==> src/rtl/core/cmrf_pkg.sv <==
`timescale 1ns / 1ps
`default_nettype none

package cmrf_pkg;

  localparam int MAX_WIDTH_DEF = 2048;
  localparam int DIM_MIN       = 3;
  localparam int DIM_MAX       = 2048;

  localparam int CFG_W     = 12;
  localparam int COORD_W   = 11;
  localparam int CHAN_W    = 8;
  localparam int CFG_IDX_W = 1;

  localparam logic [CFG_W-1:0] FRAME_WIDTH_RST  = 12'd1920;
  localparam logic [CFG_W-1:0] FRAME_HEIGHT_RST = 12'd1080;

  localparam int OFIFO_DEPTH = 4;
  localparam int OFIFO_PTR_W = $clog2(OFIFO_DEPTH);
  localparam int OFIFO_CNT_W = $clog2(OFIFO_DEPTH + 1);

  typedef enum logic [CFG_IDX_W-1:0] {
    REG_FRAME_WIDTH  = 1'b0,
    REG_FRAME_HEIGHT = 1'b1
  } cfg_reg_e;

  typedef struct packed {
    logic [CHAN_W-1:0] r;
    logic [CHAN_W-1:0] g;
    logic [CHAN_W-1:0] b;
  } pix_t;

  typedef struct packed {
    pix_t               pix;
    logic [COORD_W-1:0] col;
    logic [COORD_W-1:0] row;
    logic               frame_end;
  } result_t;

  // one accepted transaction, as held in the compute stage
  typedef struct packed {
    pix_t               cur;
    logic [COORD_W-1:0] col;
    logic [COORD_W-1:0] row;
    logic               row0;
    logic               above;
    logic               last_row;
    logic               last_col;
    logic               border;
  } stage_t;

endpackage

`default_nettype wire

==> src/rtl/core/cmrf_kernel.sv <==
`timescale 1ns / 1ps
`default_nettype none

module cmrf_kernel
  import cmrf_pkg::*;
(
  input  logic    stg_valid,
  input  stage_t  stg,
  input  pix_t    centre,
  input  pix_t    left,
  input  pix_t    right,
  input  pix_t    up,
  output result_t res0,
  output result_t res1,
  output logic [1:0] push_n
);

  // floor(s / 5) for s <= 1275 by reciprocal multiply
  function automatic logic [CHAN_W-1:0] div5(input logic [10:0] s);
    logic [26:0] p;
    p = 27'(s) * 27'(52429);
    return p[25:18];
  endfunction

  function automatic logic [CHAN_W-1:0] mean_ch(
    input logic [CHAN_W-1:0] a,
    input logic [CHAN_W-1:0] b,
    input logic [CHAN_W-1:0] c,
    input logic [CHAN_W-1:0] d,
    input logic [CHAN_W-1:0] e
  );
    logic [10:0] s;
    s = 11'(a) + 11'(b) + 11'(c) + 11'(d) + 11'(e);
    return div5(s);
  endfunction

  pix_t    mean;
  result_t first;
  result_t last;
  logic    have_first;

  always_comb begin
    mean.r = mean_ch(centre.r, left.r, right.r, up.r, stg.cur.r);
    mean.g = mean_ch(centre.g, left.g, right.g, up.g, stg.cur.g);
    mean.b = mean_ch(centre.b, left.b, right.b, up.b, stg.cur.b);

    first.col       = stg.col;
    first.frame_end = 1'b0;
    if (stg.row0) begin
      first.pix = stg.cur;
      first.row = stg.row;
    end else begin
      first.pix = stg.border ? centre : mean;
      first.row = stg.row - 1'b1;
    end

    last.pix       = stg.cur;
    last.col       = stg.col;
    last.row       = stg.row;
    last.frame_end = stg.last_col;

    have_first = stg.row0 | stg.above;
    res0       = have_first ? first : last;
    res1       = last;
    push_n     = stg_valid ? (2'(have_first) + 2'(stg.last_row)) : 2'd0;
  end

endmodule

`default_nettype wire

==> config.mk <==
export PLATFORM = sky130hd
export DESIGN_NAME = cmrf_kernel
export DESIGN_NICKNAME = d
export VERILOG_FILES = /design/src/rtl/core/cmrf_pkg.sv /design/src/rtl/core/cmrf_kernel.sv
export SDC_FILE = /design/constraint.sdc
export NUM_CORES = 1
export LEC_CHECK = 0
export BUFFER_PORTS_ARGS = -buffer_cell sky130_fd_sc_hd__buf_2
export CAP_MARGIN = 25
export CORE_AREA = 2 2 136 138
export DETAILED_ROUTE_END_ITERATION = 8
export DIE_AREA = 0 0 138 140
export GPL_TIMING_DRIVEN = 0
export PLACE_DENSITY = 0.89
export SETUP_SLACK_MARGIN = 0.3
export SKIP_LAST_GASP = 1
export SLEW_MARGIN = 40
export SYNTH_ARGS = -nofsm -noshare
export SYNTH_HDL_FRONTEND = slang
export SYNTH_SLANG_ARGS = --single-unit
export TNS_END_PERCENT = 100
==> constraint.sdc <==
create_clock -name vclk -period 16
set_input_delay 0.8 -clock vclk [all_inputs]
set_output_delay 0.8 -clock vclk [all_outputs]
set_load 0.01 [all_outputs]
==> reports/qor_table.md <==
| Group | Result | Value |
|---|---|---|
| setup path | Family of cells with the greatest summed delay on the critical path | adder cells |
| global route | Vias in the first global route | 9,477 |
| finish | Clock buffer cells | 0 |
| clock tree | Count of hold buffers inserted by post-cts repair | 0 |
| floorplanning | Area of the die | 0.0193 sq mm |
| drt | Total routed wirelength | 26,900 um |
| timing | Number of setup violations in the final report | 0 |
| timing | Post-route minimum period | 10.03 ns |
| timing | Max transition margin | 43.1% |
| setup path | Max Fanout on Critical Path | 3 |
| timing | Maximum achievable frequency | 99.7 MHz |
| placement | Count of port buffers added during placement | 232 |
| global route | Grt total ovfl | 0 |
| global route | Wire length of the first global-routing pass | 44,400 um |
| placement | Total half-perimeter wirelength after legalization and detailed placement | 24,700 um |
| logic synthesis | Sequential element share of the synthesized area | 0% |
| global route | Pin count of the biggest net entering global routing | 11 |
| timing | RSZ-0062 raised after global routing | no |
| hold path | Hold EP | res0[22] |
| finish | Total number of nets in the final design | 2,080 |
| finish | Antenna Diode Count | 0 |
| finish | Sequential cell area | 0 sq um |
| timing | Final period utilization | 62.7% |
| drt | Initial DRC Count | 351 |
| setup path | Kind of end point of the critical path | primary output |
| job | Number of max-cap violations | 0 |
| clock tree | Post-CTS repair timing setup buffer count | 0 |
| floorplanning | Number of standard-cell rows in the floorplan | 49 |
| floorplanning | Effective utilization at floorplan | 61.8% |
| setup path | Category of the most critical setup path | input pin to primary output |
| setup path | Crit path arrival time | 9.23 ns |
| placement | Final weighted congestion in routability-driven placement | 0.913 |
| finish | Layout-stage area growth over the synthesis result | 13.2% |
| logic synthesis | Post-Syn Area per Cell | 8.64 sq um |
| hold path | Hold Crit Depth | 2 |
| floorplanning | Die Height | 140 um |
| setup path | Endpoint required time on the critical path | 15.20 ns |
| finish | Ratio of cells with drive above 1 in the final layout | 20.5% |
| drt | Vias | 8,911 |
| drt | Avg Vias per Cell | 5.14 |
| logic synthesis | Cell Area, Synth | 0.0110 sq mm |
| setup path | Worst path slowest cell | sky130_fd_sc_hd__fa_1 |
| setup path | Category of the worst setup path launch point | input pin |
| outcome | Result of the run | finished clean |
| timing | Slew Limit Fails | 0 |
| floorplanning | Overall die width | 138 um |
| finish | FF+latch count | 0 |
| setup path | Worst path max stage delay | 0.56 ns |
| clock tree | Cells resized by post-CTS repair | 0 |
| logic synthesis | YS warnings | 0 |
| drt | Avg WL per Cell | 15.5 um |
| logic synthesis | Number of unique standard cell types used by synthesis | 53 |
| logic synthesis | Mapped Nets | 1,846 |
| global route | Initial antenna violation count | 1 |
| drt | Number of design rule violations left after detail routing | 0 |
| logic synthesis | Cells after Synth | 1,273 |
| floorplanning | Number of placed I/O pins | 244 |
| drt | Post-route antenna net violation count | 0 |
| drt | Detailed-router iteration count before antenna repair | 5 |
| hold path | Origin of the worst min-delay path | stg[26] |
| setup path | Cell repeated most along the worst path | sky130_fd_sc_hd__inv_1 |
| timing | Count of final hold-check violations | 0 |
| timing | Worst slew pin tran | 0.854 ns |
| hold path | Class of the tightest hold or removal check | input pin to primary output |
| floorplanning | Area of the core region | 0.0178 sq mm |
| timing | Sum of negative setup slack | 0 ns |
| setup path | Number of buffers and inverters on the critical path | 10 |
| global route | All-Layer GR Usage | 27.8% |
-- synth_stat cells (all sizes together), types with 2 or more instances --
library cell / count / area share, %
xnor2: 34 / 2.7
a211oi: 8 / 0.64
o41ai: 2 / 0.23
o21bai: 15 / 1.1
fa: 183 / 33
nand3: 16 / 0.73
xor2: 21 / 1.7
a31oi: 8 / 0.59
nand2b: 4 / 0.23
and2: 3 / 0.17
o211ai: 7 / 0.48
nand2: 26 / 0.89
inv: 456 / 16
nor2: 24 / 0.82
a21o: 23 / 1.6
or2: 5 / 0.28
nor2b: 5 / 0.28
ha: 242 / 28
a21oi: 48 / 2.3
clkbuf: 9 / 0.31
nand4: 7 / 0.40
buf: 59 / 4.0
or3: 3 / 0.17
o21ai: 25 / 1.2
o221ai: 2 / 0.22
a221o: 2 / 0.18
and4: 2 / 0.16
o21a: 3 / 0.20
nor3: 10 / 0.46
nor4: 3 / 0.17
and3: 4 / 0.23
o2111ai: 3 / 0.40
-- metrics by stage --
stage	hold WS [ns]	cells	util [%]	instance area (sq um)	worst slack (ns)
floorplan	1.68	1273	-	11000	6.74
global placement	1.78	1734	70.0	12400	6.16
detailed placement	1.79	1734	70.0	12400	5.98
CTS	1.79	1734	70.0	12400	5.96
global route	1.79	1734	70.0	12400	5.56
finish	1.78	1734	70.0	12400	5.97
-- cells in the final DEF, fill, tap and decap left out, types with 23 or more instances in the layout --
cell type	count
sky130_fd_sc_hd__a21oi_1	46
sky130_fd_sc_hd__ha_1	242
sky130_fd_sc_hd__fa_1	183
sky130_fd_sc_hd__buf_4	58
sky130_fd_sc_hd__buf_2	232
sky130_fd_sc_hd__nor2_1	24
sky130_fd_sc_hd__a21o_1	23
sky130_fd_sc_hd__inv_1	456
sky130_fd_sc_hd__nand2_1	26
sky130_fd_sc_hd__xnor2_1	34
-- per-layer routing --
metal  GRT usage (%)  part of all wire, %  vias up
li1                -                    -     4290
met1            34.0                   40     4309
met2            51.5                   52      254
met3            3.69                  5.0       58
met4            7.89                  3.0        0
met5               0                    0        -
-- worst max-delay path by stage --
| stage | slack (ns) | end | startpoint | cells after the start |
|---|---|---|---|---|
| floorplan | 6.74 | res0[26] | stg[29] | 34 |
| global placement | 6.16 | res0[29] | stg[29] | 36 |
| detailed placement | 5.98 | res0[29] | stg[29] | 36 |
| CTS | 5.96 | res0[29] | stg[29] | 36 |
| global route | 5.56 | res0[29] | stg[29] | 36 |
| finish | 5.97 | res0[29] | stg[29] | 36 |
-- area by class of cell --
cell class	count	area (sq um)
Fill cell	1380	5340
Tap cell	229	287
Multi-Input combinational cell	748	8800
Inverter	457	1720
Buffer	68	477
Timing Repair Buffer	232	1160
-- cell families after synthesis --
kind of cell,share of synthesized area (%)
xor gates and xnor gates,4.38
and+or+nand+nor,5.22
adders and majority gates,60.9
AOI/OAI and AO/OA,9.53
muxes,0.0911
buffers and inverters,19.9
Power is not shown: default switching activity piles up to over one toggle a cycle in this logic, so the estimate is an artifact.
