$ cat src/rtl/core/cmrf_pkg.sv
`timescale 1ns / 1ps
`default_nettype none

package cmrf_pkg;

  localparam int MAX_WIDTH_DEF = 2048;
  localparam int DIM_MIN       = 3;
  localparam int DIM_MAX       = 2048;

  localparam int CFG_W     = 12;
  localparam int COORD_W   = 11;
  localparam int CHAN_W    = 8;
  localparam int CFG_IDX_W = 1;

  localparam logic [CFG_W-1:0] FRAME_WIDTH_RST  = 12'd1920;
  localparam logic [CFG_W-1:0] FRAME_HEIGHT_RST = 12'd1080;

  localparam int OFIFO_DEPTH = 4;
  localparam int OFIFO_PTR_W = $clog2(OFIFO_DEPTH);
  localparam int OFIFO_CNT_W = $clog2(OFIFO_DEPTH + 1);

  typedef enum logic [CFG_IDX_W-1:0] {
    REG_FRAME_WIDTH  = 1'b0,
    REG_FRAME_HEIGHT = 1'b1
  } cfg_reg_e;

  typedef struct packed {
    logic [CHAN_W-1:0] r;
    logic [CHAN_W-1:0] g;
    logic [CHAN_W-1:0] b;
  } pix_t;

  typedef struct packed {
    pix_t               pix;
    logic [COORD_W-1:0] col;
    logic [COORD_W-1:0] row;
    logic               frame_end;
  } result_t;

  // one accepted transaction, as held in the compute stage
  typedef struct packed {
    pix_t               cur;
    logic [COORD_W-1:0] col;
    logic [COORD_W-1:0] row;
    logic               row0;
    logic               above;
    logic               last_row;
    logic               last_col;
    logic               border;
  } stage_t;

endpackage

`default_nettype wire

$ cat src/rtl/core/cmrf_out_fifo.sv
`timescale 1ns / 1ps
`default_nettype none

module cmrf_out_fifo
  import cmrf_pkg::*;
(
  input  logic                   clk,
  input  logic                   rst_n,
  input  logic [1:0]             push_n,
  input  result_t                push0,
  input  result_t                push1,
  output logic [OFIFO_CNT_W-1:0] count,
  output logic                   out_valid,
  input  logic                   out_ready,
  output result_t                head
);

  result_t                entry_r [OFIFO_DEPTH];
  logic [OFIFO_PTR_W-1:0] wr_r;
  logic [OFIFO_PTR_W-1:0] wr_nxt;
  logic [OFIFO_PTR_W-1:0] rd_r;
  logic [OFIFO_PTR_W-1:0] rd_nxt;
  logic [OFIFO_CNT_W-1:0] cnt_r;
  logic [OFIFO_CNT_W-1:0] cnt_nxt;
  logic [OFIFO_PTR_W-1:0] wr_p1;
  logic                   pop;

  assign pop       = out_valid && out_ready;
  assign out_valid = (cnt_r != '0);
  assign head      = entry_r[rd_r];
  assign count     = cnt_r;
  assign wr_p1     = wr_r + 1'b1;

  always_comb begin
    wr_nxt  = wr_r + OFIFO_PTR_W'(push_n);
    rd_nxt  = rd_r + OFIFO_PTR_W'(pop);
    cnt_nxt = cnt_r + OFIFO_CNT_W'(push_n) - OFIFO_CNT_W'(pop);
  end

  always_ff @(posedge clk) begin
    if (!rst_n) begin
      wr_r  <= '0;
      rd_r  <= '0;
      cnt_r <= '0;
    end else begin
      wr_r  <= wr_nxt;
      rd_r  <= rd_nxt;
      cnt_r <= cnt_nxt;
    end
  end

  always_ff @(posedge clk) begin
    if (push_n != 2'd0) begin
      entry_r[wr_r] <= push0;
    end
    if (push_n == 2'd2) begin
      entry_r[wr_p1] <= push1;
    end
  end

endmodule

`default_nettype wire

$ cat config.mk
export PLATFORM = sky130hd
export DESIGN_NAME = cmrf_out_fifo
export DESIGN_NICKNAME = d
export VERILOG_FILES = /design/src/rtl/core/cmrf_pkg.sv /design/src/rtl/core/cmrf_out_fifo.sv
export SDC_FILE = /design/constraint.sdc
export NUM_CORES = 1
export LEC_CHECK = 0
export BUFFER_PORTS_ARGS = -buffer_cell sky130_fd_sc_hd__buf_2
export CORE_MARGIN = 1.5
export CORE_UTILIZATION = 50
export DETAILED_ROUTE_END_ITERATION = 16
export PLACE_DENSITY = 0.72
export RECOVER_POWER = 25
export SLEW_MARGIN = 0
export SYNTH_ARGS = -nofsm -noshare
export SYNTH_HDL_FRONTEND = slang
export SYNTH_SLANG_ARGS = --single-unit
$ cat constraint.sdc
create_clock -name clk -period 10.3 [get_ports clk]
set_input_delay 2.06 -clock clk [delete_from_list [all_inputs] [get_ports clk]]
set_output_delay 2.06 -clock clk [all_outputs]
set_load 0.02 [all_outputs]
==> results_dict.tcl, run 1 <==
set metrics [dict create \
    status "finished, violations left" \
    violations "max-capacitance violations, max-slew violations" \
    clk_latency_ns 0.43 \
    setup_ws_ns 4.26 \
    cp_slowest_cell "clkbuf_1" \
    first_pass_iters 4 \
    ys_seq_area_frac 0.607 \
    cts_resized 0 \
    slowest_delay_ns 2.46 \
    postCtsSetupBuffers 0 \
    rrSetupSlack_ns 5.79 \
    hold_buffers 0 \
    routed_wl_um 20600 \
    dpl_worst_slack_ns 5.59 \
    cts_tree "built" \
    route.detailed.drc 0 \
    drive_gt1_frac 0.506 \
    hold_path.class "reg2reg" \
    critPathLaunchType "primary input" \
    fin_skew_ns 0.0183 \
    avgSynthCellArea_um2 19.2 \
    io_buffers 149 \
    crit_arrival_ns 6.15 \
    cap_viol_max_count 2 \
    reg2reg_to "entry_r[0][36]$_DFFE_PP_" \
    synth_cell_types 29 \
    cts_buffers 17 \
    max_freq_mhz 166 \
    grt_overflow_total 0 \
    critical_path_required_ns 10.41 \
    num_io_pins 150 \
    wire_per_inst_um 23.1 \
    finalSetupViolCount 0 \
    cp_max_fo 48 \
    p_leak_nw 3.86 \
    whs_ns 0.729 \
    finalSetupTns_ns 0 \
    min_period_ns 6.04 \
    antenna_found_initial 5 \
    cp-endpoint "entry_r[0][36]$_DFFE_PP_" \
    fin_nets 744 \
    die_w_um 141 \
    post-route-period-util 0.586 \
    critPathLaunch "push_n[0]" \
    clock_path_buffers 2 \
    dp_hpwl_um 12100 \
    via_per_inst 5.78 \
    hold_violations 0 \
    ys_seq_elements 195 \
    fp.dieArea_um2 19900 \
    final_core_util 0.589 \
    start_util 0.510 \
    yosys_warnings 0 \
    slew_headroom -1.32 \
    synthesis.area_um2 9540 \
    end_kind "register" \
    grt_usage 0.211 \
    cts.sinks 195 \
    p_total_mw 2.21 \
    crit_chain "clkbuf_1 > nand4b_1 > clkbuf_1 > o21ai_4 > buf_4" \
    ctsRootBufferMaster "clkbuf_16" \
    n_fill_cell 1396 \
    area_delta_synth_final_pct 15.4 \
    worst_slew_pin_slew_ns 3.49 \
    grt_pass1_wl_um 31100 \
    slew_viol_final 89 \
    r2r_start "wr_r[1]$_SDFF_PN0_" \
    rows 50 \
    vias 5166 \
    critPathKind "in2reg" \
    ir_drop_mv 0.120 \
    clk_pin_slew_ns 0.06 \
    powerDensity_nw_per_um2 201 \
    syn-num-nets 601 \
    core-area_um2 18700 \
    cts_max_level 4 \
    grt_max_degree 51 \
    drt.antenna.violating_nets 0 \
    dieHeight_um 141 \
    ff2ff_path_depth 4 \
    crit_path_frequent_cell "clkbuf_1" \
    syn_inst 498 \
    grt_pass1_vias 5714 \
    place.gp.congestion 0.784 \
    drt-initial-drc-count 300 \
    rsz0062_at_grt "no" \
]
-- layout by cell type (no fill, tap or decap), types with 2 or more instances in the layout --
cell	n
xnor3_1	2
mux4_2	47
ha_1	3
and4bb_4	2
nor2_1	3
buf_2	144
nand2_1	2
inv_1	4
mux2_4	10
and2_1	3
nor2b_1	2
dfxtp_1	5
diode_2	5
clkbuf_1	12
clkinvlp_4	4
clkinv_2	2
edfxtp_1	188
mux2_2	92
mux2i_1	4
nand2b_1	2
bufinv_16	3
buf_4	5
mux2_1	86
clkbuf_16	17
-- per-layer routing --
metal / share of wire / wire length (um) / track usage
met1: 0.41 / 8560 / 0.261
met2: 0.51 / 10600 / 0.366
met3: 0.050 / 1040 / 0.0482
met4: 0.020 / 422 / 0.0735
met5: 0 / 0 / 0
-- layout make-up --
class                      count  area (um^2)  share of cell area
sequential                   195         5790               0.526
multi-input combinational    267         3530               0.321
timing repair buffer         156          785              0.0712
clock buffer                  22          444              0.0403
tap                          234          293              0.0266
clock inverter                10          139              0.0126
inverter                       4         15.0             0.00136
antenna                        5         12.5             0.00114
-- where the power goes --
part	internal, mW	total (mW)	switching [mW]	leakage [nW]
Clock	0.382	0.664	0.282	0.270
Sequential	0.976	1.05	0.0696	1.82
Combinational	0.234	0.499	0.265	1.77
-- cell families (layout without fill, tap and decap cells) --
group / count (synthesis) / after routing / synth area share
flops: 195 / 195 / 0.607
simple gates: 17 / 17 / 0.0123
xor+xnor: 2 / 2 / 0.00472
compound gates: 5 / 5 / 0.00380
other cells: 0 / 5 / 0
mux: 239 / 239 / 0.341
fa+ha+maj: 4 / 4 / 0.00603
buf+inv: 36 / 192 / 0.0256
-- registers in the layout, summed over array words and instances (netlist names) --
name and flops:
rd_r 2, wr_r 2, count 3, entry_r 188
-- through the flow --
| stage | std cells | area [um^2] |
|---|---|---|
| global placement | 856 | 10500 |
| floorplan | 498 | 9540 |
| global route | 891 | 11000 |
| finish | 893 | 11000 |
| CTS | 888 | 11000 |
| detailed placement | 856 | 10500 |
-- synth_stat cells, drive strengths merged --
library cell	count	area [um^2]
mux2	188	2150
ha	3	37.5
o21bai	2	15.0
fa	1	20.0
mux4	47	1060
and2	3	18.8
o31ai	1	7.51
or3	1	6.26
o311ai	1	8.76
o21ai	1	5.00
nor2	3	11.3
nor2b	2	12.5
xnor3	2	45.0
inv	4	15.0
edfxtp	188	5650
nand2	2	7.51
mux2i	4	40.0
buf	30	221
dfxtp	7	140
nor4b	1	15.0
clkbuf	2	7.51
nand4b	1	8.76
and4bb	2	25.0
nand2b	2	12.5
-- worst min-delay path by stage --
stage | from | endpoint | slack (ns) | cells past startpoint
after floorplan | wr_r[0]$_SDFF_PN0_ | wr_r[0]$_SDFF_PN0_ | 0.65 | 2
after global placement | count[1]$_SDFF_PN0_ | rd_r[0]$_SDFF_PN0_ | 0.70 | 2
after detailed placement | count[1]$_SDFF_PN0_ | rd_r[0]$_SDFF_PN0_ | 0.71 | 2
after CTS | count[1]$_SDFF_PN0_ | rd_r[0]$_SDFF_PN0_ | 0.72 | 2
after global routing | count[1]$_SDFF_PN0_ | rd_r[0]$_SDFF_PN0_ | 0.77 | 2
final | count[1]$_SDFF_PN0_ | rd_r[0]$_SDFF_PN0_ | 0.73 | 2
-- worst max-delay path: cells and delay by family --
kind / cells / cell delay, ns
compound gates: 1 / 0.56
simple gates: 1 / 0.16
buf+inv: 3 / 3.31
Power figures use the tool's default switching activity.
==> inputs of run 2 (changes only) <==
--- a/config.mk
+++ b/config.mk
@@ -9,7 +9,7 @@
 export CORE_MARGIN = 1.5
 export CORE_UTILIZATION = 50
 export DETAILED_ROUTE_END_ITERATION = 16
-export PLACE_DENSITY = 0.72
+export PLACE_DENSITY = 0.75
 export RECOVER_POWER = 25
 export SLEW_MARGIN = 0
 export SYNTH_ARGS = -nofsm -noshare
==> constraint.sdc (replaced) <==
create_clock -name clk -period 5.1 [get_ports clk]
set_input_delay 1.02 -clock clk [delete_from_list [all_inputs] [get_ports clk]]
set_output_delay 1.02 -clock clk [all_outputs]
set_load 0.02 [all_outputs]
==> results_dict.tcl, run 2 (synthesis gave the netlist of run 1 again) <==
set metrics [dict create \
    ir_drop_mv 0.250 \
    fp.dieArea_um2 19900 \
    critical_path_required_ns 5.14 \
    routed_wl_um 20800 \
    clk_pin_slew_ns 0.06 \
    clk_latency_ns 0.42 \
    hold_depth 2 \
    start_util 0.510 \
    dpl-instance-area_um2 10500 \
    cts_buffers 17 \
    p_int_mw 3.18 \
    io_buffers 149 \
    cp_max_fo 14 \
    vias 5228 \
    postCtsSetupBuffers 0 \
    pwr-share-seq 0.474 \
    antenna_found_initial 7 \
    finalSetupTns_ns 0 \
    cts.sinks 195 \
    grt_pass1_wl_um 31800 \
    finalSetupViolCount 0 \
    area_delta_synth_final_pct 15.8 \
    violations "max-capacitance violations, max-slew violations" \
    hp-start "count[1]$_SDFF_PN0_" \
    worst_slew_pin_slew_ns 2.57 \
    critPathKind "in2reg" \
    core-area_um2 18700 \
    p_total_mw 4.45 \
    max_freq_mhz 245 \
    drt-initial-drc-count 284 \
    place.gp.congestion 0.773 \
    via_per_inst 5.80 \
    rrSetupSlack_ns 1.51 \
    fin_skew_ns 0.00731 \
    hold_path.class "reg2reg" \
    r2r_start "wr_r[0]$_SDFF_PN0_" \
    clock_path_buffers 2 \
    end_kind "register" \
    final_cell_mix "edfxtp_1, buf_2, mux2_1, mux2_2, mux4_2" \
    cap_viol_max_count 4 \
    post-route-period-util 0.800 \
    ff2ff_path_depth 3 \
    rsz0062_at_grt "no" \
    sw_frac_of_total 0.287 \
    dieHeight_um 141 \
    hold_buffers 0 \
    grt_pass1_vias 5763 \
    crit_arrival_ns 4.12 \
    grt_max_degree 51 \
    num_io_pins 150 \
    cts_tree "built" \
    critPathLaunchType "primary input" \
    die_w_um 141 \
    holdPathEnd "rd_r[0]$_SDFF_PN0_" \
    dp_hpwl_um 12800 \
    regMostFlops "entry_r" \
    wire_per_inst_um 23.1 \
    p_leak_nw 3.89 \
    hold_violations 0 \
    largest_reg_flops 188 \
    first_pass_iters 4 \
    powerDensity_nw_per_um2 403 \
    grt_usage 0.217 \
    slew_viol_final 73 \
    slew_headroom -0.717 \
    clock_power_share 0.298 \
    cts_max_level 4 \
    status "finished, violations left" \
    final_cell_area_um2 11000 \
    fin_nets 750 \
    final_common_cell "edfxtp_1" \
    cts_resized 0 \
    drive_gt1_frac 0.508 \
    min_period_ns 4.08 \
    reg2reg_to "entry_r[0][3]$_DFFE_PP_" \
    p_comb_frac 0.228 \
    rows 50 \
    route.detailed.drc 0 \
    drt.antenna.violating_nets 0 \
    grt_overflow_total 0 \
    switchingPower_mw 1.28 \
    ctsRootBufferMaster "clkbuf_16" \
]
## run 2: cell types whose count changed in the layout (fill, tap and decap cells not counted), moves of 2 or more
cell	change
and4bb_1	+2
and4bb_4	-2
buf_4	+7
clkbuf_1	-4
clkinv_2	-2
clkinvlp_4	+2
diode_2	+2
inv_6	+2
mux2_1	+3
mux2_2	-3
## run 2: power groups by stage
stage | registers, mW | clock network, mW | logic (mW)
3_3_place_gp | 2.15 | 0 | 1.02
2_1_floorplan | 2.06 | 0 | 0.763
3_5_place_dp | 2.16 | 0 | 1.03
5_1_grt | 2.14 | 1.41 | 1.08
4_1_cts | 2.12 | 1.35 | 1.04
6_report | 2.11 | 1.33 | 1.01
## run 2: worst max path at each step
stage,start,endpoint,cells after the start
after floorplan,push_n[1],entry_r[0][0]$_DFFE_PP_,3
after global placement,push_n[0],entry_r[3][19]$_DFFE_PP_,4
after detailed placement,push_n[0],entry_r[3][18]$_DFFE_PP_,4
after CTS,rd_r[0]$_SDFF_PN0_,head[3],2
after global routing,push_n[0],entry_r[0][8]$_DFFE_PP_,4
final,push_n[0],entry_r[0][3]$_DFFE_PP_,4
## run 2: layout make-up
cell class	count	area, um^2
sequential	195	5790
timing repair buffer	162	833
multi-input combinational	267	3510
tap	234	293
clock buffer	19	433
antenna	7	17.5
inverter	4	15.0
fill	1408	7660
clock inverter	13	151
## run 2: worst max-delay path, cell delays in order
cell      delay, ns
clkbuf_1       0.30
o21bai_1       0.17
o21ai_0        1.78
clkbuf_1       0.85
## run 2: routing by layer
layer,wire length (um),GRT usage,share of wire
met4,148,0.0685,0.0071
met3,1080,0.0560,0.052
met5,0,0,0
met2,11100,0.381,0.54
met1,8410,0.263,0.40
## run 2: metrics by stage
step | util | std cells | hold WS [ns] | setup WS [ns]
floorplan | - | 498 | 0.651 | 0.00410
global placement | 0.561 | 862 | 0.653 | 2.01
detailed placement | 0.561 | 862 | 0.669 | 1.98
CTS | 0.593 | 894 | 0.687 | 1.65
global route | 0.590 | 899 | 0.759 | 0.820
finish | 0.590 | 901 | 0.688 | 1.02
